## config.mk

```make
export PLATFORM = sky130hd
export DESIGN_NAME = pin_vector_spi_master
export DESIGN_NICKNAME = d
export VERILOG_FILES = /design/src/hdl/pvspi_pkg.sv /design/src/hdl/pvspi_queue.sv /design/src/hdl/pvspi_front.sv /design/src/hdl/pvspi_back.sv /design/src/hdl/pin_vector_spi_master.sv
export SDC_FILE = /design/constraint.sdc
export NUM_CORES = 1
export LEC_CHECK = 0
export BUFFER_PORTS_ARGS = -buffer_cell sky130_fd_sc_hd__buf_2
export CAP_MARGIN = 40
export CORE_UTILIZATION = 35
export DETAILED_ROUTE_END_ITERATION = 12
export RECOVER_POWER = 50
export SETUP_SLACK_MARGIN = 0.5
export SYNTH_ARGS = -nofsm -noshare
export SYNTH_HDL_FRONTEND = slang
export SYNTH_SLANG_ARGS = --single-unit
export TNS_END_PERCENT = 1
```

## constraint.sdc

```tcl
create_clock -name clk_i -period 39.9 [get_ports clk_i]
set_clock_uncertainty 0.1 [all_clocks]
set_input_delay 1.995 -clock clk_i [delete_from_list [all_inputs] [get_ports clk_i]]
set_output_delay 1.995 -clock clk_i [all_outputs]
set_load 0.02 [all_outputs]
```

## src/hdl/pvspi_pkg.sv

```systemverilog
// ----------------------------------------------------------------------------
// pvspi_pkg
// types, constants and helpers shared by the pin vector spi master
// ----------------------------------------------------------------------------
package pvspi_pkg;

  localparam int PinWidth     = 32;
  localparam int MaxBits      = 32;
  localparam int CountWidth   = 6;
  localparam int InDataWidth  = 104;
  localparam int OutDataWidth = 64;
  localparam int QueueDepth   = 2;

  // input item kinds
  typedef enum logic [1:0] {
    KIND_START    = 2'd0,
    KIND_READBACK = 2'd1,
    KIND_SELECT   = 2'd2
  } kind_e;

  // result item kinds
  typedef enum logic {
    RES_DRIVE  = 1'b0,
    RES_FINISH = 1'b1
  } res_kind_e;

  // configuration register indexes
  typedef enum logic [2:0] {
    REG_MOSI_MASK    = 3'd0,
    REG_MISO_MASK    = 3'd1,
    REG_CLOCK_MASK   = 3'd2,
    REG_SELECT_MASK  = 3'd3,
    REG_CLOCK_IDLE   = 3'd4,
    REG_SECOND_EDGE  = 3'd5,
    REG_SELECT_HIGH  = 3'd6,
    REG_LSB_FIRST    = 3'd7
  } reg_idx_e;

  // sequencer phases
  typedef enum logic [2:0] {
    PH_IDLE       = 3'd0,
    PH_WAIT_IDLE  = 3'd1,
    PH_WAIT_SETUP = 3'd2,
    PH_WAIT_EDGE1 = 3'd3,
    PH_WAIT_EDGE2 = 3'd4,
    PH_WAIT_FINAL = 3'd5,
    PH_WAIT_CS    = 3'd6
  } phase_e;

  // configuration as seen by front and back
  typedef struct packed {
    logic [PinWidth-1:0] mosi_mask;
    logic [PinWidth-1:0] miso_mask;
    logic [PinWidth-1:0] clock_mask;
    logic [PinWidth-1:0] select_mask;
    logic                clock_idle_high;
    logic                second_edge_sample;
    logic                select_active_high;
    logic                lsb_first;
  } cfg_t;

  // classified item held in the queue
  typedef struct packed {
    kind_e                 kind;
    logic [PinWidth-1:0]   other_pins;
    logic [MaxBits-1:0]    tx_bits;
    logic [CountWidth-1:0] bit_count;
    logic                  select_on;
    logic [PinWidth-1:0]   pins_in;
  } item_t;

  // ones in the low n bits, n from 1 to MaxBits
  function automatic logic [MaxBits-1:0] low_mask(logic [CountWidth-1:0] n);
    return ~({MaxBits{1'b1}} << n);
  endfunction

  // reverse the low n bits of v
  function automatic logic [MaxBits-1:0] rev_low(logic [MaxBits-1:0] v,
                                                 logic [CountWidth-1:0] n);
    logic [MaxBits-1:0] r;
    for (int i = 0; i < MaxBits; i++) begin
      r[i] = v[MaxBits-1-i];
    end
    return r >> (CountWidth'(MaxBits) - n);
  endfunction

endpackage

```

## src/hdl/pvspi_queue.sv

```systemverilog
// ----------------------------------------------------------------------------
// pvspi_queue
// small register fifo between the classifying front and the sequencer
// ----------------------------------------------------------------------------
module pvspi_queue #(
  parameter int Depth = pvspi_pkg::QueueDepth
) (
  input  logic            clk_i,
  input  logic            rst_ni,
  input  logic            push_i,
  input  pvspi_pkg::item_t push_item_i,
  output logic            full_o,
  input  logic            pop_i,
  output logic            valid_o,
  output pvspi_pkg::item_t pop_item_o
);

  localparam int PtrW = (Depth > 1) ? $clog2(Depth) : 1;
  localparam int CntW = $clog2(Depth + 1);

  pvspi_pkg::item_t      mem_q [Depth];
  logic [PtrW-1:0]       wr_ptr_q, wr_ptr_d;
  logic [PtrW-1:0]       rd_ptr_q, rd_ptr_d;
  logic [CntW-1:0]       count_q, count_d;

  assign full_o     = (count_q == CntW'(Depth));
  assign valid_o    = (count_q != '0);
  assign pop_item_o = mem_q[rd_ptr_q];

  // pointer and fill count update
  always_comb begin
    wr_ptr_d = wr_ptr_q;
    rd_ptr_d = rd_ptr_q;
    count_d  = count_q;
    if (push_i) begin
      wr_ptr_d = (wr_ptr_q == PtrW'(Depth - 1)) ? '0 : wr_ptr_q + PtrW'(1);
    end
    if (pop_i) begin
      rd_ptr_d = (rd_ptr_q == PtrW'(Depth - 1)) ? '0 : rd_ptr_q + PtrW'(1);
    end
    if (push_i && !pop_i) begin
      count_d = count_q + CntW'(1);
    end else if (pop_i && !push_i) begin
      count_d = count_q - CntW'(1);
    end
  end

  always_ff @(posedge clk_i or negedge rst_ni) begin
    if (!rst_ni) begin
      wr_ptr_q <= '0;
      rd_ptr_q <= '0;
      count_q  <= '0;
    end else begin
      wr_ptr_q <= wr_ptr_d;
      rd_ptr_q <= rd_ptr_d;
      count_q  <= count_d;
    end
  end

  // entry storage, no reset needed
  always_ff @(posedge clk_i) begin
    if (push_i) begin
      mem_q[wr_ptr_q] <= push_item_i;
    end
  end

endmodule

```

## src/hdl/pvspi_front.sv

```systemverilog
// ----------------------------------------------------------------------------
// pvspi_front
// unpacks input items, drops unknown kinds, clamps the bit count and
// orders the outgoing word
// ----------------------------------------------------------------------------
module pvspi_front (
  input  logic                                  in_valid_i,
  input  logic                                  in_ready_i,
  input  logic [1:0]                            in_kind_i,
  input  logic [pvspi_pkg::InDataWidth-1:0]     in_data_i,
  input  logic                                  lsb_first_i,
  output logic                                  push_o,
  output pvspi_pkg::item_t                      item_o
);

  logic [pvspi_pkg::CountWidth-1:0] raw_count;
  logic [pvspi_pkg::CountWidth-1:0] count;
  logic [pvspi_pkg::MaxBits-1:0]    tx_masked;
  logic                             known;

  // field unpacking, lowest field first
  assign raw_count = in_data_i[69:64];

  // clamp count into one to max bits
  always_comb begin
    if (raw_count == '0) begin
      count = pvspi_pkg::CountWidth'(1);
    end else if (raw_count > pvspi_pkg::CountWidth'(pvspi_pkg::MaxBits)) begin
      count = pvspi_pkg::CountWidth'(pvspi_pkg::MaxBits);
    end else begin
      count = raw_count;
    end
  end

  assign tx_masked = in_data_i[63:32] & pvspi_pkg::low_mask(count);

  // kind classification, the unused code is dropped here
  always_comb begin
    case (in_kind_i)
      pvspi_pkg::KIND_START,
      pvspi_pkg::KIND_READBACK,
      pvspi_pkg::KIND_SELECT: known = 1'b1;
      default:                known = 1'b0;
    endcase
  end

  assign push_o = in_valid_i && in_ready_i && known;

  always_comb begin
    item_o.kind       = pvspi_pkg::kind_e'(in_kind_i);
    item_o.other_pins = in_data_i[31:0];
    item_o.tx_bits    = lsb_first_i ? pvspi_pkg::rev_low(tx_masked, count) : tx_masked;
    item_o.bit_count  = count;
    item_o.select_on  = in_data_i[70];
    item_o.pins_in    = in_data_i[102:71];
  end

endmodule

```

## src/hdl/pvspi_back.sv

```systemverilog
// ----------------------------------------------------------------------------
// pvspi_back
// transfer sequencer: walks the pin image through each transfer step and
// holds the result item in an output register
// ----------------------------------------------------------------------------
module pvspi_back (
  input  logic                                   clk_i,
  input  logic                                   rst_ni,
  input  pvspi_pkg::cfg_t                        cfg_i,
  input  logic                                   q_valid_i,
  input  pvspi_pkg::item_t                       q_item_i,
  output logic                                   q_pop_o,
  output logic                                   out_valid_o,
  input  logic                                   out_ready_i,
  output logic                                   out_kind_o,
  output logic [pvspi_pkg::OutDataWidth-1:0]     out_data_o
);

  localparam int PW = pvspi_pkg::PinWidth;
  localparam int MB = pvspi_pkg::MaxBits;
  localparam int CW = pvspi_pkg::CountWidth;

  pvspi_pkg::phase_e phase_q, phase_d;
  logic [PW-1:0]     pin_q, pin_d;
  logic [MB-1:0]     tx_q, tx_d;
  logic [MB-1:0]     rx_q, rx_d;
  logic [CW-1:0]     left_q, left_d;
  logic [CW-1:0]     total_q, total_d;

  logic              out_valid_q, out_valid_d;
  logic              out_kind_q;
  logic [PW-1:0]     out_pins_q;
  logic [MB-1:0]     out_rx_q;

  logic              emit;
  logic              res_kind;
  logic [MB-1:0]     res_rx;

  // take the next item once the output register can hold its result
  assign q_pop_o = q_valid_i && (!out_valid_q || out_ready_i);

  // drive select pins asserted or released
  function automatic logic [PW-1:0] put_select(logic [PW-1:0] img, logic on,
                                               pvspi_pkg::cfg_t c);
    logic high;
    high = on ? c.select_active_high : !c.select_active_high;
    return high ? (img | c.select_mask) : (img & ~c.select_mask);
  endfunction

  // one sequencer step for the popped item
  always_comb begin
    logic [CW-1:0] top;
    logic          bit_v;
    phase_d  = phase_q;
    pin_d    = pin_q;
    tx_d     = tx_q;
    rx_d     = rx_q;
    left_d   = left_q;
    total_d  = total_q;
    emit     = 1'b0;
    res_kind = pvspi_pkg::RES_DRIVE;
    res_rx   = '0;
    top      = total_q - CW'(1);
    bit_v    = tx_q[top[CW-2:0]];
    case (q_item_i.kind)
      pvspi_pkg::KIND_START: begin
        if (phase_q == pvspi_pkg::PH_IDLE) begin
          total_d = q_item_i.bit_count;
          left_d  = q_item_i.bit_count;
          tx_d    = q_item_i.tx_bits;
          rx_d    = '0;
          pin_d   = cfg_i.clock_idle_high ? (q_item_i.other_pins | cfg_i.clock_mask)
                                          : (q_item_i.other_pins & ~cfg_i.clock_mask);
          phase_d = pvspi_pkg::PH_WAIT_IDLE;
          emit    = 1'b1;
        end
      end
      pvspi_pkg::KIND_SELECT: begin
        if (phase_q == pvspi_pkg::PH_IDLE) begin
          pin_d   = put_select(q_item_i.other_pins, q_item_i.select_on, cfg_i);
          phase_d = pvspi_pkg::PH_WAIT_CS;
          emit    = 1'b1;
        end
      end
      pvspi_pkg::KIND_READBACK: begin
        case (phase_q)
          pvspi_pkg::PH_WAIT_IDLE: begin
            pin_d = put_select(pin_q, 1'b1, cfg_i);
            if (!cfg_i.second_edge_sample) begin
              pin_d = bit_v ? (pin_d | cfg_i.mosi_mask) : (pin_d & ~cfg_i.mosi_mask);
              tx_d  = (tx_q << 1) & pvspi_pkg::low_mask(total_q);
            end
            phase_d = pvspi_pkg::PH_WAIT_SETUP;
            emit    = 1'b1;
          end
          pvspi_pkg::PH_WAIT_SETUP: begin
            pin_d = pin_q ^ cfg_i.clock_mask;
            if (cfg_i.second_edge_sample) begin
              pin_d = bit_v ? (pin_d | cfg_i.mosi_mask) : (pin_d & ~cfg_i.mosi_mask);
              tx_d  = (tx_q << 1) & pvspi_pkg::low_mask(total_q);
            end
            phase_d = pvspi_pkg::PH_WAIT_EDGE1;
            emit    = 1'b1;
          end
          pvspi_pkg::PH_WAIT_EDGE1: begin
            pin_d = pin_q ^ cfg_i.clock_mask;
            if (!cfg_i.second_edge_sample) begin
              rx_d  = ((rx_q << 1) | MB'(|(q_item_i.pins_in & cfg_i.miso_mask)))
                      & pvspi_pkg::low_mask(total_q);
              pin_d = bit_v ? (pin_d | cfg_i.mosi_mask) : (pin_d & ~cfg_i.mosi_mask);
              tx_d  = (tx_q << 1) & pvspi_pkg::low_mask(total_q);
            end
            phase_d = pvspi_pkg::PH_WAIT_EDGE2;
            emit    = 1'b1;
          end
          pvspi_pkg::PH_WAIT_EDGE2: begin
            if (cfg_i.second_edge_sample) begin
              rx_d = ((rx_q << 1) | MB'(|(q_item_i.pins_in & cfg_i.miso_mask)))
                     & pvspi_pkg::low_mask(total_q);
            end
            left_d = (left_q != '0) ? left_q - CW'(1) : left_q;
            if (left_d != '0) begin
              pin_d = pin_q ^ cfg_i.clock_mask;
              if (cfg_i.second_edge_sample) begin
                pin_d = bit_v ? (pin_d | cfg_i.mosi_mask) : (pin_d & ~cfg_i.mosi_mask);
                tx_d  = (tx_q << 1) & pvspi_pkg::low_mask(total_q);
              end
              phase_d = pvspi_pkg::PH_WAIT_EDGE1;
            end else begin
              phase_d = pvspi_pkg::PH_WAIT_FINAL;
            end
            emit = 1'b1;
          end
          pvspi_pkg::PH_WAIT_FINAL: begin
            res_rx   = cfg_i.lsb_first ? pvspi_pkg::rev_low(rx_q, total_q) : rx_q;
            res_kind = pvspi_pkg::RES_FINISH;
            phase_d  = pvspi_pkg::PH_IDLE;
            emit     = 1'b1;
          end
          pvspi_pkg::PH_WAIT_CS: begin
            res_kind = pvspi_pkg::RES_FINISH;
            phase_d  = pvspi_pkg::PH_IDLE;
            emit     = 1'b1;
          end
          default: begin
            // readback while idle is ignored
          end
        endcase
      end
      default: begin
      end
    endcase
  end

  // output register handshake
  always_comb begin
    if (q_pop_o && emit) begin
      out_valid_d = 1'b1;
    end else if (out_ready_i) begin
      out_valid_d = 1'b0;
    end else begin
      out_valid_d = out_valid_q;
    end
  end

  always_ff @(posedge clk_i or negedge rst_ni) begin
    if (!rst_ni) begin
      phase_q     <= pvspi_pkg::PH_IDLE;
      pin_q       <= '0;
      tx_q        <= '0;
      rx_q        <= '0;
      left_q      <= '0;
      total_q     <= '0;
      out_valid_q <= 1'b0;
    end else begin
      out_valid_q <= out_valid_d;
      if (q_pop_o) begin
        phase_q <= phase_d;
        pin_q   <= pin_d;
        tx_q    <= tx_d;
        rx_q    <= rx_d;
        left_q  <= left_d;
        total_q <= total_d;
      end
    end
  end

  // result payload
  always_ff @(posedge clk_i) begin
    if (q_pop_o && emit) begin
      out_kind_q <= res_kind;
      out_pins_q <= pin_d;
      out_rx_q   <= res_rx;
    end
  end

  assign out_valid_o = out_valid_q;
  assign out_kind_o  = out_kind_q;
  assign out_data_o  = {out_rx_q, out_pins_q};

endmodule

```

## src/hdl/pin_vector_spi_master.sv

```systemverilog
// Throughput: one item per cycle, sustained while the result side takes items.
// Each result passes through one register stage in the queue and one in the
//   output register before it is shown.
// The queue depth sets how many items the front takes while the output stalls.
// Reset clears configuration, sequencer state, queue and output valid at once.
// ----------------------------------------------------------------------------
// pin_vector_spi_master
// bit-banged spi master over a 32-bit pin vector with stream ports
// ----------------------------------------------------------------------------
module pin_vector_spi_master #(
  parameter int QueueDepth = pvspi_pkg::QueueDepth
) (
  input  logic                                clk_i,
  input  logic                                rst_ni,
  // configuration write channel
  input  logic                                cfg_valid_i,
  output logic                                cfg_ready_o,
  input  logic [2:0]                          cfg_index_i,
  input  logic [31:0]                         cfg_data_i,
  // input items
  input  logic                                s_axis_tvalid_i,
  output logic                                s_axis_tready_o,
  // other_pins, tx_data, bit_count, select_on, pins_in, zero fill
  input  logic [pvspi_pkg::InDataWidth-1:0]   s_axis_tdata_i,
  // kind
  input  logic [1:0]                          s_axis_tuser_i,
  // result items
  output logic                                m_axis_tvalid_o,
  input  logic                                m_axis_tready_i,
  // pins_out, rx_data
  output logic [pvspi_pkg::OutDataWidth-1:0]  m_axis_tdata_o,
  // result_kind
  output logic                                m_axis_tuser_o
);

  pvspi_pkg::cfg_t  cfg_q, cfg_d;
  pvspi_pkg::item_t push_item, pop_item;
  logic             push, pop, q_full, q_valid;

  assign cfg_ready_o     = 1'b1;
  assign s_axis_tready_o = !q_full;

  // configuration register writes
  always_comb begin
    cfg_d = cfg_q;
    if (cfg_valid_i) begin
      case (pvspi_pkg::reg_idx_e'(cfg_index_i))
        pvspi_pkg::REG_MOSI_MASK:   cfg_d.mosi_mask          = cfg_data_i;
        pvspi_pkg::REG_MISO_MASK:   cfg_d.miso_mask          = cfg_data_i;
        pvspi_pkg::REG_CLOCK_MASK:  cfg_d.clock_mask         = cfg_data_i;
        pvspi_pkg::REG_SELECT_MASK: cfg_d.select_mask        = cfg_data_i;
        pvspi_pkg::REG_CLOCK_IDLE:  cfg_d.clock_idle_high    = cfg_data_i[0];
        pvspi_pkg::REG_SECOND_EDGE: cfg_d.second_edge_sample = cfg_data_i[0];
        pvspi_pkg::REG_SELECT_HIGH: cfg_d.select_active_high = cfg_data_i[0];
        pvspi_pkg::REG_LSB_FIRST:   cfg_d.lsb_first          = cfg_data_i[0];
        default: begin
        end
      endcase
    end
  end

  always_ff @(posedge clk_i or negedge rst_ni) begin
    if (!rst_ni) begin
      cfg_q <= '0;
    end else begin
      cfg_q <= cfg_d;
    end
  end

  // classify and queue
  pvspi_front u_front (
    .in_valid_i  (s_axis_tvalid_i),
    .in_ready_i  (s_axis_tready_o),
    .in_kind_i   (s_axis_tuser_i),
    .in_data_i   (s_axis_tdata_i),
    .lsb_first_i (cfg_q.lsb_first),
    .push_o      (push),
    .item_o      (push_item)
  );

  pvspi_queue #(
    .Depth (QueueDepth)
  ) u_queue (
    .clk_i       (clk_i),
    .rst_ni      (rst_ni),
    .push_i      (push),
    .push_item_i (push_item),
    .full_o      (q_full),
    .pop_i       (pop),
    .valid_o     (q_valid),
    .pop_item_o  (pop_item)
  );

  // sequencer and result register
  pvspi_back u_back (
    .clk_i       (clk_i),
    .rst_ni      (rst_ni),
    .cfg_i       (cfg_q),
    .q_valid_i   (q_valid),
    .q_item_i    (pop_item),
    .q_pop_o     (pop),
    .out_valid_o (m_axis_tvalid_o),
    .out_ready_i (m_axis_tready_i),
    .out_kind_o  (m_axis_tuser_o),
    .out_data_o  (m_axis_tdata_o)
  );

endmodule

```

* Word level (Yosys, flattened, before mapping)
Memory sizes are Yosys's and may differ from the RTL's.
Index checks and enable logic that the tools add are counted.
** Operators by class
- Order comparisons :: 2
- Bitwise operators :: 21
- Eq/ne operators :: 28
- Reductions and logical operators :: 44
- Shift-type cells :: 4
- Add/subtract/negate cells :: 8
- Multiplexer cells :: 53
** Operators with widths (number)
- 32-bit 2-to-1 mux :: 20
- 32-bit bitwise AND :: 9
- 32-bit case mux with 2 select lines :: 3
- 32-bit case mux with 3 select lines :: 2
- 32-bit inverter :: 5
- 32-bit bitwise OR :: 5
- 32-bit case mux with 4 select lines :: 1
- 32-bit by 6-bit << shifter with 32-bit output (first input constant) :: 2
- 32-bit by 6-bit >> shifter with 32-bit output :: 2
- 32-bit by 1-bit bitwise OR with 32-bit output :: 1
- 32-bit OR reduction :: 1
- 32-bit bitwise XOR :: 1
- 6-bit 2-to-1 mux :: 5
- 3-bit == test (second input constant) :: 7
- 2-bit AND reduction :: 9
- 3-bit case mux with 5 select lines :: 1
- 3-bit by 2-bit == test with 1-bit output (second input constant) :: 4
- 1-bit 2-to-1 mux :: 12
- 6-bit case mux with 2 select lines :: 1
- 6-bit AND reduction :: 2
- 6-bit nonzero test :: 2
- 6-bit subtractor (first input constant) :: 2
- 3-bit 2-to-1 mux :: 3
- 3-bit != test (second input constant) :: 3
- 32 further kinds :: 57
** Word-level totals
- Bits of input ports :: 146
- Register bits :: 313
- Memories kept :: 1
- RAM bits :: 210
** Memory list
- u_queue.mem_q :: depth 2, width 105, rd ports 1, clocked after Yosys merged registers in 0, write ports 1, RTL line pvspi_queue.sv:21 : pvspi_pkg::item_t mem_q [Depth];

* Depth between registers and ports, before layout
Gate-level depths: netlist of the first run.
- Depth in word-level cells :: 8
- Depth in mapped cells :: 17
- Mapped depth without buffers :: 13

* Hierarchy
A second synthesis of the first run with hierarchy kept.
** Unflattened totals
- Cells, all modules :: 2775
- Area, all modules :: 30415.4 sq um
** Modules (own cells, without submodules)
- pvspi_back :: cells an instance 1622, instances 1, area an instance 14022.2 sq um
- pvspi_queue :: cells an instance 343, instances 1, area an instance 7925.1 sq um
- pin_vector_spi_master :: cells an instance 291, instances 1, area an instance 5156.2 sq um
- pvspi_front :: cells an instance 519, instances 1, area an instance 3311.9 sq um

* Worst setup path before layout of the first run
No wires, ideal clock.
- Kind :: register to register
- Start point :: register u_queue.rd_ptr_q
- End point :: register u_back.out_kind_q, in the netlist u_back.out_kind_o (enable)
- Slack :: 25966 ps
- Cell stages (with the launch flop) :: 10
- Path buffers :: 5
- Arrival :: 12992 ps
- Cell sequence :: dfrtp_1 clkbuf_1 buf_1 clkbuf_1 buf_1 mux2i_1 ha_1 clkbuf_1 o22ai_1 a2111oi_0
** Between the ends
- Longest elaborated chain between the ends :: 5
** Ends and longest elaborated chain
- start, declared :: RTL line pvspi_queue.sv:23 : logic [PtrW-1:0] rd_ptr_q, rd_ptr_d;
- start signal, assigned :: RTL line pvspi_queue.sv:55 : rd_ptr_q <= rd_ptr_d;
- memory read 2 x 105 bit *
- 2-bit == test / 2-bit logical NOT (equally long branches) :: RTL line pvspi_back.sv:65 : case (q_item_i.kind)
- 2-bit OR reduction (no source line)
- 1-bit case mux with 2 select lines * :: RTL line pvspi_back.sv:65
- 1-bit logical AND * :: RTL line pvspi_back.sv:190 : if (q_pop_o && emit) begin
- end signal, assigned :: RTL line pvspi_back.sv:191 : out_kind_q <= res_kind;
- end, declared :: RTL line pvspi_back.sv:31 : logic out_kind_q;
Every way passes the cells marked *; elsewhere a longest branch is shown, timed or not.
A chain may end at the register's enable or synchronous reset.

==> results.txt, run 1 <==
The worst path arrival time is 12.25 ns. The detailed route wirelength on metal2 came out at 41.3 mm. The floorplan step set the die height to 293 µm. The post-cts gate resize count is 0. The sink count of the clock tree is 523. Setup violations remaining at the end of the flow were counted as 0. The flow ran to the end, but the final reports show violations.

The number of different library cells used by synthesis comes to 85. The worst path in the final design needs a cycle of 14.77 ns, including I/O delays and setup. The worst path required time is 37.39 ns. The worst stage delay on the critical path came out at 5.76 ns. The number of vias per cell came out at 5.77. The final weighted congestion of routability-driven global placement is 0.913.

The buffer count from post-CTS setup fixing came out at 0. The cell area power density came out at 82.8 mW/mm². The power after layout came out at 2.80 mW. The top cell type's share of synthesized area came out at 27.9%. The tightest slew margin relative to the limit came out at -429%. The clock edge transition at the registers on the reported setup and hold paths is 0.06 ns. The root buffer cell chosen for the clock tree is clkbuf_16.

In the routed design, unresolved DRC markers number 0. Yosys attributes the largest share of cell area to edfxtp_1, dfrtp_1, mux2_2, mux2i_1, a21oi_1. The number of global-route vias before repair came out at 22438. The highest layer touched by signal routing is met5. The number of buffers and inverters on the critical path came out at 2. The number of failing hold endpoints at the final stage came out at 0. The initial utilization of the core area, before any placement, comes to 35.4%. The leading area contributor after synthesis is edfxtp_1.

The slew of the pin with the lowest slew margin is 7.93 ns. The path class of the tightest hold or removal check is register to register. The level count of the clock H-tree is 2. The checks that failed: max-capacitance violations, max-slew violations. Leaving out fill and tap cells, the most frequent cell in the layout is edfxtp_1. The pre-CTS setup slack came out at 33.07 ns. In this design, the critical path's most frequently occurring cell is clkbuf_1. Once detail routing completed, the nets flagged for antenna violations numbered 0. In the synthesized netlist the dominant register cell turns out to be edfxtp_1.

TritonCTS built the clock tree. The met3 routed wirelength came out at 6.29 mm. The tool flagged a number of max-cap violations equal to 9. The count of boundary I/O pins came out at 214.

The number of buffers inserted by port buffering came out at 211. The all-layer global routing usage is 21.4%. The type of the setup path with the least slack is input pin to async pin. The share of the yosys chip area belonging to registers came out at 48.9%. The total length of routed wires came out at 93.0 mm. The worst path meets setup with 25.13 ns of slack. The maximum fanout along the worst path came out at 142. The leakage power is 12.7 nW. Measured along the x axis, the die boundary spans 293 µm. The number of synthesized register bits is 523.

The wire length of the first global-routing pass came out at 141 mm. The number of warnings issued by yosys came out at 0. The worst-skew pair later-pin latency came out at 0.67 ns.

The starting DRC count in detailed routing came out at 2397. The overall die area came out at 0.0858 mm². The detailed-route wire length on metal 1 came out at 42.2 mm. In the layout the commonest cells are edfxtp_1, dfrtp_1, nand2_1. For this run, asynchronously set or reset flops after synthesis account for 47.4%. The final total negative setup slack came out at 0 ns. The type of element launching the critical path is an input pin. The slowest stage of the critical path is the clkbuf_1 cell. The pin count of the biggest net entering global routing came out at 143.

Grouping stages by cell kind, the critical path spends the most delay in buffers and inverters. The number of enable flip-flop cells after synthesis came out at 275. The post-layout net count is 3057.

Across the VDD grid, the largest voltage drop is 0.0000607 V. The leftover overflow at the end of global routing is 0. The synthesized instance count came out at 2793. The number of nets in the synthesized netlist came out at 2955. The final route contains 23517 vias.

The floorplan step defined a core boundary enclosing 0.0837 mm². The clock passes through at most 3 buffers. For this design, the CTS-stage hold fixing added 0 buffers. The TritonCTS buffer count is 58. The top achievable clock speed came out at 67.7 MHz. Dividing the synthesized area by the synthesized cell count gives 10.6 µm². Of the available clock period, the critical path in the final layout requires 37.0%.

Setup repair after global routing left no endpoint under its margin. The final count of pins violating max slew came out at 505. The worst setup path is captured at an async pin. The initial antenna violation count came out at 7. The growth of design area from synthesis to finish is 14.4%. The post-route netlist has 20.9% of its cells at a drive strength greater than 1. The mapped netlist covers 0.0296 mm². The repair_antennas step left the layout with diodes totalling 0. The signal on the critical path passes through clkbuf_1, clkbuf_1. The sum of net half-perimeters after detailed placement came out at 61.6 mm.

The pre-antenna-repair detailed-routing pass consisted of 6 iterations. The number of cell rows is 106. In the final routed layout, each cell accounts on average for 22.8 µm.
==> state kept, by name, summed over array words and instances (netlist names) <==
register / cells
cfg_q: 132
u_back.left_q: 6
u_back.out_kind_o: 1
u_back.out_pins_q: 32
u_back.out_rx_q: 32
u_back.out_valid_o: 1
u_back.phase_q: 3
u_back.pin_q: 32
u_back.rx_q: 32
u_back.total_q: 6
u_back.tx_q: 32
u_queue.count_q: 2
u_queue.mem_q: 210
u_queue.rd_ptr_q: 1
u_queue.wr_ptr_q: 1
==> Yosys cell counts (all sizes together), types with 34 or more instances <==
cell    instances
a211oi         53
a21oi         236
a22oi          39
buf            72
clkbuf        164
dfrtp         248
edfxtp        275
inv            34
mux2          200
mux2i         131
mux4           43
nand2         244
nand2b         37
nor2          234
nor3           47
nor3b          48
o211ai         45
o21ai         150
o22ai          68
==> metal layers <==
layer	GRT usage, %	vias to the layer above
li1	-	10807
met1	30.4	11622
met2	32.8	895
met3	3.25	185
met4	7.74	8
met5	0	-
==> path summary, 6_finish.rpt <==
path	cells past startpoint	slack, ns	startpoint	to
max	2	25.13	rst_ni	u_queue.rd_ptr_q
min	1	0.40	u_queue.wr_ptr_q	u_queue.wr_ptr_q
max reg2reg	12	34.75	u_back.total_q[0]	u_back.out_pins_q[26]
min reg2reg	1	0.40	u_queue.wr_ptr_q	u_queue.wr_ptr_q
max in group clk_i	11	33.50	s_axis_tdata_i[69]	u_queue.mem_q[1][39]
min in group asynchronous	1	3.52	rst_ni	u_back.rx_q[19]
==> area by class of cell <==
class | count | area [µm²]
repair buffers | 278 | 1590
well taps | 1134 | 1420
multi-input cells | 1999 | 14100
inverters | 35 | 131
clock inverters | 37 | 520
clock buffers | 73 | 1590
fillers | 8059 | 49800
flip-flops and latches | 523 | 14500
==> per-stage QoR <==
| step | instance area (µm²) | hold slack, ns | cells | utilization (%) |
|---|---|---|---|---|
| 2_1_floorplan | 29600 | 0.360 | 2793 | - |
| 3_3_place_gp | 31600 | 0.383 | 3949 | 37.8 |
| 3_5_place_dp | 31900 | 0.396 | 3969 | 38.1 |
| 4_1_cts | 34000 | 0.411 | 4079 | 40.6 |
| 5_1_grt | 33900 | 0.420 | 4079 | 40.5 |
| 6_report | 33900 | 0.397 | 4079 | 40.5 |
==> cell families (layout without fill, tap and decap cells) <==
logic type / after synthesis / in the layout / share of synthesized area (%)
xor gates and xnor gates: 46 / 46 / 1.45
other: 1 / 1 / 0.0127
and+or+nand+nor: 709 / 709 / 11.1
DFF: 523 / 523 / 48.9
muxes: 374 / 374 / 15.3
buffers and inverters: 271 / 423 / 3.65
adders and majority gates: 16 / 16 / 0.676
AOI/OAI and AO/OA: 853 / 853 / 19.0
==> power by group <==
group / switching (mW) / internal [mW] / total [mW]
combinational: 0.855 / 0.490 / 1.34
clock: 0.236 / 0.344 / 0.580
sequential: 0.127 / 0.753 / 0.880
total: 1.22 / 1.59 / 2.80
Note: power is estimated with default switching activity, not from simulation.
==> run 2, diff against run 1 <==
Clock period 39.9 ns to 14.5 ns, I/O delays scaled along.
==> results.txt, run 2 (synthesis results as in run 1) <==
The number of cell rows is 106. The max capacitance violation total came out at 11. In the layout the commonest cells are edfxtp_1, dfrtp_1, nand2_1. Once detailed placement completed, the half-perimeter wirelength came to 61.9 mm. The die width came out at 293 µm. The maximum root-to-sink buffer count is 3. The type of element launching the critical path is an input pin. In this run, the number of DRC markers left after iteration 0 of detailed routing was 2719. The slowest stage of the critical path belongs to the cell clkbuf_1. After detailed routing, the number of remaining DRC violations is 0. In this run the critical register-to-register path is captured at u_back.out_pins_q[26]. Of the cells placed in the final design, the portion with a size suffix greater than 1 is 18.2%. The height of the die came out at 293 µm. The sink count of the clock tree came out at 523. The leakage power is 12.5 nW. The number of failing hold endpoints at the final stage came to 0.

The number of diodes added for antenna fixing is 0. Counting cells, the worst reg-to-reg path comes to 12. After detailed routing, the number of vias per cell comes to 5.76. The leftover overflow at the end of global routing is 0. By startpoint and endpoint, the worst setup path is classified as input pin to async pin. In this run the critical register-to-register path is launched from u_back.total_q[0]. Traced cell by cell, the critical path runs through dlygate4sd3_1, clkbuf_1, clkbuf_1, clkbuf_1.

The layout filler cell count is 8105. Derived from the worst setup path, the maximum achievable clock frequency is 134 MHz. The level count of the clock H-tree is 2. The pin count of the biggest net entering global routing is 85. The clock tree from TritonCTS is done. The final total negative setup slack is 0 ns. The via total after detailed routing came out at 23478. Buffers placed on the I/O ports in this run total 211. The minimum hold slack came out at 0.150 ns. The worst-skew pair later-pin latency is 0.66 ns. The setup check on the worst reg-to-reg path leaves a slack of 9.16 ns. The number of flip-flops under the largest register name is 210. The number of buffers and inverters on the critical path is 4. The cell area power density is 226 mW/mm². The number of detailed-routing iterations run before antenna repair is 5. The worst-case IR drop observed on VDD is 0.000107 V. The post-route antenna net violation count came out at 0. The all-layer global routing usage is 21.2%. At the pin with the least slew margin, the transition time is 4.71 ns.

The most frequent standard cell in the layout excluding fill and tap cells is edfxtp_1. The total length of routed wires came out at 92.9 mm. The kind of cell with the highest combined delay on the critical path is buffers and inverters. The minimum period implied by the final worst setup slack came out at 7.47 ns. The final count of pins violating max slew came to 493. The initial standard-cell utilization of the core is 35.4%. The critical path launch point is rst_ni. The floorplan core area is 0.0837 mm². The number of global-route vias before repair is 22248.

The worst setup path endpoint is cfg_q[63]. The final weighted congestion of routability-driven global placement came out at 0.909. The overall die area is 0.0858 mm².

The tightest slew margin relative to the limit is -214%. In the final routed layout, each cell accounts on average for 22.8 µm. For this run, the slowest stage of the critical path takes 3.27 ns.

In this run the clock root is driven by a clkbuf_16. The worst path arrival time came out at 7.33 ns. Counting flops per register, the top entry is u_queue.mem_q. The clock edge transition at the registers on the reported setup and hold paths is 0.07 ns. In the finished design, the share of the clock period the worst path needs comes to 51.5%. Counting buffers and inverters, the worst setup path is 4 cells deep.

The TritonCTS buffer count came out at 58. Relative to the synthesized area, the layout overhead comes to 13.8%. The initial antenna violation count is 3. The count of boundary I/O pins came out at 214. The maximum fanout along the worst path is 84.

The worst path required time is 14.36 ns. Setup repair after global routing left no endpoint under its margin. In this design, the critical path's most frequently occurring cell is clkbuf_1. In the final layout, the registers with the most flip-flops are u_queue.mem_q: 210 flops, cfg_q: 132 flops.

The worst hold path belongs to the class input pin to register. The run finished, with violations left. The type of element capturing the critical path is an async pin. The wire length of the first global-routing pass came out at 140 mm. The checks that failed: max-capacitance violations, max-slew violations.

The post-layout net count came out at 3057. The number of setup violations in the final report is 0.
## run 2: changes by cell type in the layout (fill, tap and decap cells not counted), sizes merged
| cell | previous run | this run |
|---|---|---|
| clkbuf | 116 | 198 |
| buf | 235 | 155 |
| clkinv | 19 | 24 |
| bufinv | 9 | 5 |
| clkinvlp | 6 | 3 |
| dlygate4sd3 | 0 | 1 |
| inv | 38 | 37 |
## run 2: how the worst min path moves through the flow
| stage | slack, ns | from | to | cells past startpoint |
|---|---|---|---|---|
| after floorplan | 0.33 | rst_ni | cfg_q[0] | 0 |
| after global placement | 0.39 | u_queue.count_q[1] | u_queue.count_q[1] | 1 |
| after detailed placement | 0.39 | u_queue.count_q[1] | u_queue.count_q[1] | 1 |
| after CTS | 0.11 | s_axis_tdata_i[12] | u_queue.mem_q[1][83] | 1 |
| after global routing | 0.13 | s_axis_tdata_i[11] | u_queue.mem_q[1][82] | 1 |
| final | 0.15 | s_axis_tdata_i[12] | u_queue.mem_q[0][83] | 1 |
## run 2: worst register-to-register path, delay by kind of cell (launching register included)
family                     cells  cell delay, ns
adders and majority gates      1            0.50
buffers and inverters          5            2.30
DFF                            1            0.33
and+or+nand+nor                2            0.20
muxes                          2            0.95
AOI/OAI and AO/OA              2            0.67
## run 2: through the flow
step	instances	cell area, µm²	utilization (%)	power, mW	setup slack [ns]
final	4079	33700	40.3	7.62	7.03
after floorplan	2793	29600	-	4.95	0.566
after CTS	4076	33900	40.5	7.63	9.28
after global placement	3949	31600	37.8	5.96	9.03
after global routing	4079	33700	40.3	8.05	5.67
after detailed placement	3965	31900	38.1	6.08	9.00
## run 2: layout make-up
| class | instances | area, µm² | area share (%) |
|---|---|---|---|
| flip-flops and latches | 523 | 14500 | 43.0 |
| multi-input cells | 1999 | 14200 | 42.0 |
| clock buffers | 76 | 1610 | 4.78 |
| repair buffers | 278 | 1510 | 4.47 |
| well taps | 1134 | 1420 | 4.21 |
| clock inverters | 34 | 393 | 1.17 |
| inverters | 35 | 131 | 0.390 |
## run 2: timing repair
action | in CTS | in global routing
setup buffers | 0 | 0
hold buffers | 1 | 0
endpoints found under the hold margin | 55 | 0
endpoints found under the setup margin | 0 | 0
gates resized for setup | 0 | 0
## run 2: report_power, final
group | internal, mW | switching [mW]
sequential | 2.07 | 0.370
clock | 0.880 | 0.650
combinational | 1.32 | 2.33
total | 4.27 | 3.35
## run 2: layer usage
metal	vias up	track usage (%)	share of wire, %	wire (µm)
li1	10779	-	-	-
met1	11589	30.3	45	42100
met2	942	32.4	44	41200
met3	168	3.29	7.1	6550
met4	0	7.46	3.2	3000
met5	-	0	0	0
==> run 3, diff against run 2 <==
Clock period 14.5 ns to 7.5 ns, I/O delays scaled along.
==> results.txt, run 3 (synthesis results as in run 1) <==
The run finished, with violations left. The final reports fail on max-capacitance violations, max-slew violations. The final count of pins violating max slew came to 349. The overall die area came out at 0.0858 mm². The die is 293 µm tall. The tightest slew margin relative to the limit is -161%.

The path class of the lowest-slack min-delay path is input pin to register. The longest clock path from root to sink contains 3 buffers. The leftover overflow at the end of global routing came out at 0.

The startpoint identified for the worst hold timing path is cfg_data_i[7]. The clock edge transition at the registers on the reported setup and hold paths came out at 0.06 ns. The core region is 0.0837 mm². The filler-free cell count of the finished design is 4178.

The register ranked first by flip-flop count is u_queue.mem_q. Across the run, the number of max-cap violations was 7. The slew of the pin with the lowest slew margin is 3.91 ns.

The clock root buffer is clkbuf_16. Row generation in the floorplan step produced 106 rows. The number of setup violations in the final report is 0.

The critical path is of the input pin to register type. The library cell used most frequently in the layout, excluding fill and tap cells, is edfxtp_1. The top achievable clock speed is 182 MHz. The maximum vdd ir drop is 0.000315 V. The worst hold path terminates at cfg_q[75]. The fraction of final layout cells sized beyond drive strength 1 came out at 17.0%. The level count of the clock H-tree came out at 2. Adding up every negative setup slack in the final design gives 0 ns. The post-layout net count is 3156. Dividing total power by cell area gives a power density of 427 mW/mm².

In the final layout, the registers with the most flip-flops are u_queue.mem_q: 210 flops, cfg_q: 132 flops. The all-layer global routing usage is 21.9%. The minimum hold slack is 0.0313 ns. The initial antenna violation count came to 2. The count of boundary I/O pins is 214. The worst-skew pair later-pin latency is 0.67 ns. The growth of design area from synthesis to finish is 17.2%. The worst path arrival time came out at 5.59 ns. The power after layout is 14.8 mW. Buffers inserted during clock tree synthesis total 59. The worst hold path passes through 2 cells. The starting DRC count in detailed routing is 2712. In this run the worst path has a maximum fanout of 32. The type of element capturing the critical path is a register. The pre-antenna-repair detailed-routing pass consisted of 6 iterations. The final critical-path setup slack came out at 2.02 ns. Post-CTS repair changed the size of 0 cells. The number of buffers inserted by port buffering came out at 211. The die is 293 µm wide. The worst register-to-register path begins at u_back.total_q[0]. The pin count of the biggest net entering global routing came out at 144. Setup repair after global routing left no endpoint under its margin. Once detail routing completed, the nets flagged for antenna violations numbered 0. The leakage power came out at 12.9 nW.

The met3 routed wirelength is 7.18 mm. After detailed routing, the number of vias per cell comes to 5.77. The layout filler cell count came out at 8036. The endpoint identified for the worst register-to-register timing path is u_back.out_pins_q[26].

The register-to-register setup slack is 2.40 ns. Wires add up to 96.4 mm. The library cells used most frequently in the layout, excluding fill and tap cells, are edfxtp_1, dfrtp_1, nand2_1. Routed signal wires occupy layers up through met4. The detailed route wirelength on metal2 is 43.6 mm. The register with the most flip-flops in the layout has 210 of them.

STA puts the critical path data required time at 7.61 ns. The pre-CTS setup slack is 2.28 ns. The number of failing hold endpoints at the final stage came out at 0. Including well taps, the total number of placed cells is 3968. The number of global-route vias before repair is 22661.

The worst setup path is launched from an input pin. The wire-length estimate of the detail-placed layout is 63.4 mm. After detailed routing, the number of remaining DRC violations is 0. The fraction of the cycle the final worst path needs came out at 73.1%.

The via total after detailed routing came out at 24115. The wire length of the first global-routing pass is 144 mm. The depth of the most critical reg-to-reg path is 12. The detailed-route wire length on metal 1 is 42.5 mm.

The final weighted congestion of routability-driven global placement came out at 0.914. The average routed wire per standard cell came out at 23.1 µm. The number of diodes added for antenna fixing came out at 0. The minimum period implied by the final worst setup slack came out at 5.48 ns. Clock tree synthesis found a total of 523 sinks. The initial standard-cell utilization of the core came out at 35.4%. TritonCTS built the clock tree.
run 3: how the worst max path moves through the flow:
stage / from / to / slack, ns / cells after the start
6_report: s_axis_tdata_i[69] / u_queue.mem_q[0][41] / 2.02 / 13
5_1_grt: rst_ni / u_queue.rd_ptr_q / 1.19 / 3
4_1_cts: u_back.total_q[0] / u_back.out_pins_q[26] / 2.41 / 12
3_5_place_dp: s_axis_tdata_i[67] / u_queue.mem_q[0][56] / 2.28 / 13
3_3_place_gp: u_back.total_q[0] / u_back.out_pins_q[26] / 2.01 / 10
2_1_floorplan: u_queue.count_q[0] / u_queue.mem_q[0][0] / 1.63 / 3
run 3: cell type report:
cell class	count	area [µm²]	area share (%)
Inverter	35	131	0.379
Multi-Input combinational cell	1999	14200	40.9
Tap cell	1134	1420	4.09
Clock buffer	91	1710	4.92
Sequential cell	523	14500	41.7
Clock inverter	20	263	0.757
Timing Repair Buffer	376	2520	7.27
run 3: timing repair:
item / 4_1_cts / 5_1_grt
hold endpoints to repair: 341 / 0
buffers inserted: 0 / 0
hold buffers: 99 / 0
run 3: stage by stage:
stage	utilization, %	area [µm²]
floorplan	-	29600
global placement	37.8	31700
detailed placement	38.2	31900
CTS	41.7	34900
global route	41.5	34700
finish	41.5	34700
run 3: power by group:
part | internal, mW | total (mW) | switching (mW)
Sequential | 4.00 | 4.72 | 0.727
Combinational | 2.63 | 7.19 | 4.57
Clock | 1.68 | 2.91 | 1.23
run 3: critical path, cell delays in order:
cell,delay (ns)
clkbuf_1,0.95
o21ba_1,0.69
inv_2,0.73
ha_1,0.29
inv_1,0.06
ha_1,0.24
and3_1,0.20
o21ai_0,0.67
mux2i_1,0.34
mux4_2,0.54
and3_1,0.19
a21oi_1,0.12
o221ai_1,0.19
run 3: per-layer routing:
metal | GRT usage [%] | vias up
li1 | - | 10994
met1 | 30.7 | 11857
met2 | 34.2 | 1085
met3 | 3.43 | 179
met4 | 7.57 | 0
met5 | 0 | -
